--- src/sv/dqp_pkg.sv ---
// ----------------------------------------------------------------------------
// dqp_pkg
// Shared types, codes and the question type map for the DNS question parser.
// ----------------------------------------------------------------------------
package dqp_pkg;

  localparam int unsigned CfgW = 10;

  // register indexes
  localparam logic CFG_NAME_LIMIT  = 1'b0;
  localparam logic CFG_SHORT_LIMIT = 1'b1;

  // summary status codes
  localparam logic [2:0] ST_OK       = 3'd0;
  localparam logic [2:0] ST_RESPONSE = 3'd1;
  localparam logic [2:0] ST_SHORT    = 3'd2;
  localparam logic [2:0] ST_OOB      = 3'd3;
  localparam logic [2:0] ST_TRUNC    = 3'd4;

  // question type class codes
  localparam logic [3:0] QT_A       = 4'd0;
  localparam logic [3:0] QT_NS      = 4'd1;
  localparam logic [3:0] QT_CNAME   = 4'd2;
  localparam logic [3:0] QT_SOA     = 4'd3;
  localparam logic [3:0] QT_PTR     = 4'd4;
  localparam logic [3:0] QT_MX      = 4'd5;
  localparam logic [3:0] QT_TXT     = 4'd6;
  localparam logic [3:0] QT_AAAA    = 4'd7;
  localparam logic [3:0] QT_SRV     = 4'd8;
  localparam logic [3:0] QT_UNKNOWN = 4'd9;

  localparam logic [7:0] DOT_CHAR = 8'd46;

  typedef struct packed {
    logic        last;
    logic [2:0]  status;
    logic [15:0] qclass_value;
    logic [3:0]  qtype_code;
    logic [15:0] qtype_value;
    logic [7:0]  name_char;
  } res_t;

  // results produced by one accepted byte, slot r0 first
  typedef struct packed {
    logic [1:0] count;
    res_t       r1;
    res_t       r0;
  } push_t;

  function automatic logic [3:0] classify_type(input logic [15:0] t);
    logic [3:0] c;
    unique case (t)
      16'd1:   c = QT_A;
      16'd2:   c = QT_NS;
      16'd5:   c = QT_CNAME;
      16'd6:   c = QT_SOA;
      16'd12:  c = QT_PTR;
      16'd15:  c = QT_MX;
      16'd16:  c = QT_TXT;
      16'd28:  c = QT_AAAA;
      16'd33:  c = QT_SRV;
      default: c = QT_UNKNOWN;
    endcase
    return c;
  endfunction

endpackage

--- src/sv/dqp_parser.sv ---
// ----------------------------------------------------------------------------
// dqp_parser
// Per-byte parse step: header skip, label walk, type/class capture, summary.
// ----------------------------------------------------------------------------
module dqp_parser import dqp_pkg::*; #(
  parameter int unsigned PACKET_LIMIT = 512
) (
  input  logic            clk,
  input  logic            rst,
  input  logic            cfg_we,
  input  logic            cfg_index,
  input  logic [CfgW-1:0] cfg_data,
  input  logic            take,
  input  logic [7:0]      byte_value,
  input  logic            last_byte,
  output push_t           push
);

  localparam logic [2:0] PH_HEADER = 3'd0;
  localparam logic [2:0] PH_LEN    = 3'd1;
  localparam logic [2:0] PH_LABEL  = 3'd2;
  localparam logic [2:0] PH_T0     = 3'd3;
  localparam logic [2:0] PH_T1     = 3'd4;
  localparam logic [2:0] PH_C0     = 3'd5;
  localparam logic [2:0] PH_C1     = 3'd6;
  localparam logic [2:0] PH_DONE   = 3'd7;

  localparam logic [9:0]  OFF_MAX = 10'd1023;
  localparam logic [9:0]  HDR_END = 10'd11;
  localparam logic [9:0]  QR_BYTE = 10'd2;
  localparam logic [16:0] LIMIT   = 17'(PACKET_LIMIT);

  logic [CfgW-1:0] name_limit;
  logic [CfgW-1:0] short_limit;

  logic [9:0]  byte_offset, byte_offset_next;
  logic [2:0]  parse_phase, parse_phase_next;
  logic [7:0]  label_remaining, label_remaining_next;
  logic        seen_first_label, seen_first_label_next;
  logic        is_response, is_response_next;
  logic [15:0] type_shift, type_shift_next;
  logic [15:0] class_shift, class_shift_next;
  logic [2:0]  error_code, error_code_next;

  logic        past_limit;
  logic        name_oob;
  logic [9:0]  off_inc;
  logic [2:0]  st;
  res_t        summ;

  assign past_limit = {7'd0, byte_offset} >= LIMIT;
  assign name_oob   = byte_offset >= name_limit;
  assign off_inc    = (byte_offset == OFF_MAX) ? byte_offset : byte_offset + 10'd1;

  always_comb begin
    byte_offset_next      = byte_offset;
    parse_phase_next      = parse_phase;
    label_remaining_next  = label_remaining;
    seen_first_label_next = seen_first_label;
    is_response_next      = is_response;
    type_shift_next       = type_shift;
    class_shift_next      = class_shift;
    error_code_next       = error_code;
    push                  = '0;
    st                    = ST_OK;
    summ                  = '0;

    if (take) begin
      if (!past_limit) begin
        unique case (parse_phase)
          PH_HEADER: begin
            if (byte_offset == QR_BYTE) begin
              is_response_next = byte_value[7];
            end
            if (byte_offset >= HDR_END) begin
              if (is_response) begin
                error_code_next  = ST_RESPONSE;
                parse_phase_next = PH_DONE;
              end else begin
                parse_phase_next = PH_LEN;
              end
            end
          end
          PH_LEN: begin
            if (name_oob) begin
              error_code_next  = ST_OOB;
              parse_phase_next = PH_DONE;
            end else if (byte_value == 8'd0) begin
              parse_phase_next = PH_T0;
            end else begin
              // dot goes out ahead of every label but the first
              if (seen_first_label) begin
                push.r0.name_char = DOT_CHAR;
                push.count        = 2'd1;
              end
              seen_first_label_next = 1'b1;
              label_remaining_next  = byte_value;
              parse_phase_next      = PH_LABEL;
            end
          end
          PH_LABEL: begin
            if (name_oob) begin
              error_code_next  = ST_OOB;
              parse_phase_next = PH_DONE;
            end else begin
              push.r0.name_char    = byte_value;
              push.count           = 2'd1;
              label_remaining_next = label_remaining - 8'd1;
              if (label_remaining == 8'd1) begin
                parse_phase_next = PH_LEN;
              end
            end
          end
          PH_T0, PH_T1: begin
            type_shift_next  = {type_shift[7:0], byte_value};
            parse_phase_next = parse_phase + 3'd1;
          end
          PH_C0, PH_C1: begin
            class_shift_next = {class_shift[7:0], byte_value};
            parse_phase_next = parse_phase + 3'd1;
          end
          default: ;
        endcase
      end

      byte_offset_next = off_inc;

      if (last_byte) begin
        priority if (off_inc < short_limit) begin
          st = ST_SHORT;
        end else if (error_code_next == ST_RESPONSE) begin
          st = ST_RESPONSE;
        end else if (error_code_next == ST_OOB) begin
          st = ST_OOB;
        end else if (parse_phase_next != PH_DONE) begin
          st = ST_TRUNC;
        end else begin
          st = ST_OK;
        end

        summ.last   = 1'b1;
        summ.status = st;
        if (st == ST_OK) begin
          summ.qtype_value  = type_shift_next;
          summ.qtype_code   = classify_type(type_shift_next);
          summ.qclass_value = class_shift_next;
        end else begin
          summ.qtype_code = QT_UNKNOWN;
        end

        if (push.count == 2'd0) begin
          push.r0 = summ;
        end else begin
          push.r1 = summ;
        end
        push.count = push.count + 2'd1;

        byte_offset_next      = '0;
        parse_phase_next      = PH_HEADER;
        label_remaining_next  = '0;
        seen_first_label_next = 1'b0;
        is_response_next      = 1'b0;
        type_shift_next       = '0;
        class_shift_next      = '0;
        error_code_next       = ST_OK;
      end
    end
  end

  always_ff @(posedge clk) begin
    if (rst) begin
      name_limit       <= CfgW'(512);
      short_limit      <= CfgW'(20);
      byte_offset      <= '0;
      parse_phase      <= PH_HEADER;
      label_remaining  <= '0;
      seen_first_label <= 1'b0;
      is_response      <= 1'b0;
      type_shift       <= '0;
      class_shift      <= '0;
      error_code       <= ST_OK;
    end else begin
      if (cfg_we) begin
        unique case (cfg_index)
          CFG_NAME_LIMIT:  name_limit  <= cfg_data;
          CFG_SHORT_LIMIT: short_limit <= cfg_data;
          default: ;
        endcase
      end
      byte_offset      <= byte_offset_next;
      parse_phase      <= parse_phase_next;
      label_remaining  <= label_remaining_next;
      seen_first_label <= seen_first_label_next;
      is_response      <= is_response_next;
      type_shift       <= type_shift_next;
      class_shift      <= class_shift_next;
      error_code       <= error_code_next;
    end
  end

endmodule

--- src/sv/dqp_out_fifo.sv ---
// ----------------------------------------------------------------------------
// dqp_out_fifo
// Four-entry result queue, up to two words written and one read per cycle.
// ----------------------------------------------------------------------------
module dqp_out_fifo import dqp_pkg::*; (
  input  logic  clk,
  input  logic  rst,
  input  push_t push,
  output logic  room,
  output logic  m_tvalid,
  input  logic  m_tready,
  output res_t  head
);

  res_t       entries [4];
  logic [1:0] wr_ptr;
  logic [1:0] rd_ptr;
  logic [2:0] count;
  logic       pop;

  // two free slots so any byte can be taken
  assign room     = count <= 3'd2;
  assign m_tvalid = count != 3'd0;
  assign pop      = m_tvalid && m_tready;
  assign head     = entries[rd_ptr];

  always_ff @(posedge clk) begin
    if (push.count != 2'd0) begin
      entries[wr_ptr] <= push.r0;
    end
    if (push.count == 2'd2) begin
      entries[wr_ptr + 2'd1] <= push.r1;
    end
  end

  always_ff @(posedge clk) begin
    if (rst) begin
      wr_ptr <= '0;
      rd_ptr <= '0;
      count  <= '0;
    end else begin
      wr_ptr <= wr_ptr + push.count;
      rd_ptr <= rd_ptr + {1'b0, pop};
      count  <= count + {1'b0, push.count} - {2'b0, pop};
    end
  end

endmodule

--- src/sv/dns_question_parser_top.sv ---
// ----------------------------------------------------------------------------
// dns_question_parser_top
// Streaming DNS question section parser with a four-word result queue.
// ----------------------------------------------------------------------------
// One packet byte is taken per clock. Each byte is parsed in the cycle it is
// accepted and its results (a name character or dot, and on the final byte a
// summary word) go into a four-entry queue in front of the master side. A
// byte is taken whenever the queue has two free slots, so with a free-running
// sink the block sustains one byte per cycle; a byte that yields both a
// character and the summary puts two words into the queue. The results of a
// byte are registered in the queue before they reach the master side.
module dns_question_parser_top import dqp_pkg::*; #(
  parameter int unsigned PACKET_LIMIT = 512
) (
  input  logic            clk,
  input  logic            rst,
  input  logic            cfg_we,
  input  logic            cfg_index,
  input  logic [CfgW-1:0] cfg_data,
  input  logic            s_tvalid,
  output logic            s_tready,
  input  logic [7:0]      s_tdata,  // byte_value[7:0]
  input  logic            s_tlast,
  output logic            m_tvalid,
  input  logic            m_tready,
  // name_char[7:0], qtype_value[23:8], qtype_code[27:24],
  // qclass_value[43:28], status[46:44], zero pad[47]
  output logic [47:0]     m_tdata,
  output logic            m_tlast
);

  push_t push;
  res_t  head;
  logic  room;
  logic  take;

  assign s_tready = room;
  assign take     = s_tvalid && room;

  dqp_parser #(
    .PACKET_LIMIT(PACKET_LIMIT)
  ) u_parser (
    .clk       (clk),
    .rst       (rst),
    .cfg_we    (cfg_we),
    .cfg_index (cfg_index),
    .cfg_data  (cfg_data),
    .take      (take),
    .byte_value(s_tdata),
    .last_byte (s_tlast),
    .push      (push)
  );

  dqp_out_fifo u_fifo (
    .clk     (clk),
    .rst     (rst),
    .push    (push),
    .room    (room),
    .m_tvalid(m_tvalid),
    .m_tready(m_tready),
    .head    (head)
  );

  assign m_tdata = {1'b0, head.status, head.qclass_value, head.qtype_code,
                    head.qtype_value, head.name_char};
  assign m_tlast = head.last;

endmodule

--- config.mk ---
export PLATFORM = sky130hd
export DESIGN_NAME = dns_question_parser_top
export DESIGN_NICKNAME = d
export VERILOG_FILES = /design/src/sv/dqp_pkg.sv /design/src/sv/dqp_parser.sv /design/src/sv/dqp_out_fifo.sv /design/src/sv/dns_question_parser_top.sv
export SDC_FILE = /design/constraint.sdc
export NUM_CORES = 1
export LEC_CHECK = 0
export BUFFER_PORTS_ARGS = -buffer_cell sky130_fd_sc_hd__buf_4
export CORE_MARGIN = 10
export CORE_UTILIZATION = 35
export CTS_CLUSTER_DIAMETER = 80
export CTS_CLUSTER_SIZE = 28
export DETAILED_ROUTE_END_ITERATION = 10
export PLACE_DENSITY = 0.56
export SYNTH_ARGS = -nofsm -noshare
export SYNTH_HDL_FRONTEND = slang
export SYNTH_SLANG_ARGS = --single-unit
--- constraint.sdc ---
create_clock -name clk -period 5.25 [get_ports clk]
set_input_delay 0.7875 -clock clk [delete_from_list [all_inputs] [get_ports clk]]
set_output_delay 0.7875 -clock clk [all_outputs]
set_load 0.02 [all_outputs]
# Word level (Yosys, flattened, before mapping)
# Memories as Yosys holds them, arrays and structs flattened. A register that Yosys moved wholly into a read port is not among the register bits.
# Cells that the tools add are included.
[totals]
regBits = 85
ramBits = 192
output_inout_bits = 51
mem_count = 1
[mem_list]
columns = ["memory", "depth", "word_bits", "read_ports", "rd_ports_with_merged_regs", "write_ports", "line", "text"]
rows = [
  ["u_fifo.entries", 4, 48, 1, 1, 2, "dqp_out_fifo.sv:15", "res_t entries [4];"],
]
[op_classes]
n_addsub = 9
magnitude_cmp = 5
eq_ne = 28
muxes = 73
n_bitwise = 1
reduce_logical = 21
[ops]
columns = ["op", "count"]
rows = [
  ["$mux 98", 2],
  ["$mux 16", 9],
  ["$mux 48", 2],
  ["$mux 8", 9],
  ["$mux 3", 20],
  ["$pmux 4 s9", 1],
  ["$eq 16x3->1 const B", 2],
  ["$eq 16x4->1 const B", 2],
  ["$eq 16x5->1 const B", 2],
  ["$pmux 8 s2", 2],
  ["$mux 10", 2],
  ["$eq 16x1->1 const B", 1],
  ["$eq 16x2->1 const B", 1],
  ["$eq 16x6->1 const B", 1],
  ["$mux 1", 16],
  ["$ne 3x3->1 const B", 4],
  ["$pmux 3 s4", 1],
  ["$add 10x1->10 const B", 1],
  ["$eq 10x10->1 const B", 1],
  ["$eq 10x2->1 const B", 1],
  ["$ge 10x10->1", 1],
  ["$ge 10x10->1 const B", 1],
  ["$ge 10x4->1 const B", 1],
  ["$lt 10x10->1", 1],
  ["other kinds (32)", 53],
]

# Logic depth before layout (Yosys ltp)
[depth]
word_depth = 21
ltp_mapped = 19
mapped_depth_nobuf = 18

# Hierarchy
# A second synthesis with hierarchy kept.
[hier_totals]
hier_cells = 1301
hier_area_um2 = 15850.2
[by_module_without_submodules]
columns = ["mod", "n_inst", "cells_per_inst", "area_per_inst_um2"]
rows = [
  ["dqp_out_fifo", 1, 513, 9953.3],
  ["dqp_parser", 1, 785, 5879.4],
  ["dns_question_parser_top", 1, 3, 17.5],
]

# Worst setup path after synthesis
# OpenSTA, ideal clock, no wires.
[synth_timing]
path_kind = "input -> register"
startpoint = "in s_tdata[1]"
endpoint = "mem u_fifo.entries[2][10] in the netlist's numbering, enable pin"
setup_ps = 394
arrival_time_ps = 4336
path_slack_ps = 519
path_stages = 12
path_buffers = 3
path_cell_list = "buf_4 nor4_1 a2111oi_2 nor2_1 or4_1 buf_4 inv_1 ha_1 or4b_2 and2_1 clkbuf_1 inv_1"
[synth_rtl]
columns = ["element", "line", "text"]
rows = [
  ["from (decl)", "dns_question_parser_top.sv:22", "input logic [7:0] s_tdata,"],
  ["to (decl)", "dqp_out_fifo.sv:15", ""],
]

==> impl_metrics.ini <==
[status]
outcome = completed

[yosys]
ys_seq_elements = 277
syn_area_per_cell_um2 = 10.8
syn_inst = 1257
yosysUniqueCellTypes = 74
synth_top_area_cell = edfxtp_1
synth-main-ff-cell = edfxtp_1
synthTopCellsByArea = edfxtp_1 (35%), dfxtp_1 (17%), mux4_2 (7.9%)
synthesis.area_mm2 = 0.0136
ys_seq_area_frac = 0.525
synth_fp_nets = 1318
synth_top_cell_area_share = 0.353
async_flop_share = 0
synth_edf_count = 160
yosys_warnings = 0

[sta]
fin_skew_ps = 42.2
setup_violations = 0
tns_ps = 0
rsz0062_at_grt = no
relSlewSlack = 0.205
holdWs_ps = 457
hold_viol = 0
drv_slew = 0
finalCritPeriodShare = 0.858
fin_crit_ps = 4500
worstMarginPinSlew_ps = 1180
max_freq_mhz = 222

[global_route]
grt_pass1_wl_mm = 55.1
grt_pass1_vias = 9436
grt_use_total = 0.144
antenna_found_initial = 0
overflow = 0
grt_max_degree = 86

[clocking]
ctsResizeCount = 0
root_buffer = clkbuf_16
htree_levels = 1
numCtsBuffers = 17
clk_pin_slew_ps = 100
cts_sinks = 277
cts_hold_buffers = 0
cts_tree = yes
postCtsSetupBuffers = 0
clk_latency_ps = 540
clockBufferDepth = 3

[floorplan]
boundaryPins = 76
die_w_um = 217
core-area_mm2 = 0.0386
fp.dieArea_mm2 = 0.0472
initial_utilization = 0.353
die_h_um = 217
rows = 72

[detailed_routing]
finalWirelength_mm = 35.2
antenna_left = 0
dr.pass1.iters = 5
wl_per_cell_um = 19.4
viasPerCell = 5.23
first_iter_violations = 635
dr_total_vias = 9487
drc = 0

[worst_setup_path]
crit_path_end_kind = register
required_ps = 5410
cp_max_fo = 40
r2r_cells = 13
endpoint = u_fifo.entries[2][35]$_DFFE_PP_
ff2ff_setup_slack_ps = 750
worst_setup_path_start_kind = register
r2r_end = u_fifo.entries[2][35]$_DFFE_PP_
worstSetupStartpoint = u_parser.byte_offset[0]$_SDFFE_PP0P_
critical_path_class = reg -> reg
r2r_start = u_parser.byte_offset[0]$_SDFFE_PP0P_
critPathArrivalTime_ps = 4660

[pwr]
power_uw = 5380
leakagePower_uw = 0.00516
irDropWorstVdd_v = 0.000265
cellPowerDensity_mw_per_mm2 = 356

[layout]
num-nets-final = 1346
n_antenna_cell = 0
finish.utilization = 0.392
syn2layout_area_growth_pct = 11.1
fin_cells = 1814
drive_gt1_frac = 0.174

[placed_design]
place.gp.congestion = 0.852
dp_hpwl_mm = 23.5
placed_cells = 1784
port_buffers = 74

[flow_run]
cap_violations = 0

[hold_path]
hold_path_class = reg -> reg
[routing by layer]
layer,wire length [um],GRT usage,up-vias
met5,0,0,-
met4,760,0.0340,0
met3,1450,0.0175,32
met2,17000,0.248,212
met1,16000,0.190,4700
li1,-,-,4543
[metrics by stage]
step                      instance area [um^2]  setup slack, ps
after detailed placement                 14500              694
final                                    15100              747
after floorplan                          13600              519
after global placement                   14500              777
after global routing                     15100              497
after CTS                                15100              729
[cells by family after synthesis]
logic type	share of synthesized area
AO/OA/AOI/OAI	0.0988
XOR/XNOR	0.0109
adder cells (fa/ha/maj)	0.0337
buffers and inverters	0.0420
flip-flops	0.525
multiplexers	0.120
other	0.000276
AND/OR/NAND/NOR	0.169
[worst max-delay path, stage by stage, from the launching register on]
cell and delay (ps):
dfxtp_1 380, inv_1 130, ha_1 310, nand2b_1 140, a21o_1 200, a221o_1 400
or4_1 560, inv_1 80, ha_1 160, nand2_1 130, or4b_2 730, and2_1 280
inv_1 90, buf_4 510
[cell usage in the layout (no fill, tap or decap), types with 10 or more instances in the layout]
cell and instances:
nor2_1 236, a22oi_1 42, a21o_1 14, nor3_1 14, nor2b_1 12, buf_4 86
clkbuf_16 17, or3_1 10, ha_1 35, edfxtp_1 160, xnor2_1 15, mux2i_1 10
mux2_2 32, inv_1 38, o21ai_0 61, a21oi_1 35, dfxtp_1 115, nand2_1 151
mux4_2 48
[worst min-delay path by stage]
stage / start / to / slack (ps) / cells past startpoint
after floorplan: u_fifo.entries[1][0]$_SDFFE_PP0P_ / u_fifo.entries[1][0]$_SDFFE_PP0P_ / 420 / 2
after global placement: u_fifo.entries[3][6]$_SDFFE_PP0P_ / u_fifo.entries[3][6]$_SDFFE_PP0P_ / 430 / 2
after detailed placement: u_fifo.entries[3][1]$_SDFFE_PP0P_ / u_fifo.entries[3][1]$_SDFFE_PP0P_ / 440 / 2
after CTS: u_parser.short_limit[6]$_SDFFE_PP0P_ / u_parser.short_limit[6]$_SDFFE_PP0P_ / 460 / 2
after global routing: cfg_data[9] / u_parser.name_limit[9]$_SDFFE_PP1P_ / 470 / 2
final: u_parser.short_limit[6]$_SDFFE_PP0P_ / u_parser.short_limit[6]$_SDFFE_PP0P_ / 460 / 2
[flip-flops by register name (all words and copies together), names as in the netlist]
signal and cells:
u_fifo.count 3, u_fifo.entries 192, u_fifo.rd_ptr 2, u_fifo.wr_ptr 2, u_parser.byte_offset 10, u_parser.class_shift 16
u_parser.error_code 3, u_parser.is_response 1, u_parser.label_remaining 8, u_parser.name_limit 10, u_parser.parse_phase 3, u_parser.seen_first_label 1
u_parser.short_limit 10, u_parser.type_shift 16
[final cells by class]
cell class                      count  area [um^2]
Multi-Input combinational cell    862         5900
Tap cell                          518          648
Clock inverter                     10          149
Timing Repair Buffer               88          686
Inverter                           39          146
Clock buffer                       20          437
Sequential cell                   277         7150
Fill cell                        3853        23400
[power by group]
part	switching [uW]	internal (uW)
Clock	833	680
Sequential	130	2380
Combinational	757	592
Total	1720	3660
[synth_stat cells, drive strengths merged, types with 10 or more instances]
cell	number
nand4	10
clkbuf	48
xnor2	15
nor2b	12
a21oi	35
mux2	32
nand3	12
edfxtp	160
buf	31
nor2	239
a21o	14
inv	38
ha	35
mux2i	14
or3	10
nor3	14
nand2	152
o21ai	62
dfxtp	117
a22oi	43
mux4	48
Power figures use the tool's default switching activity.
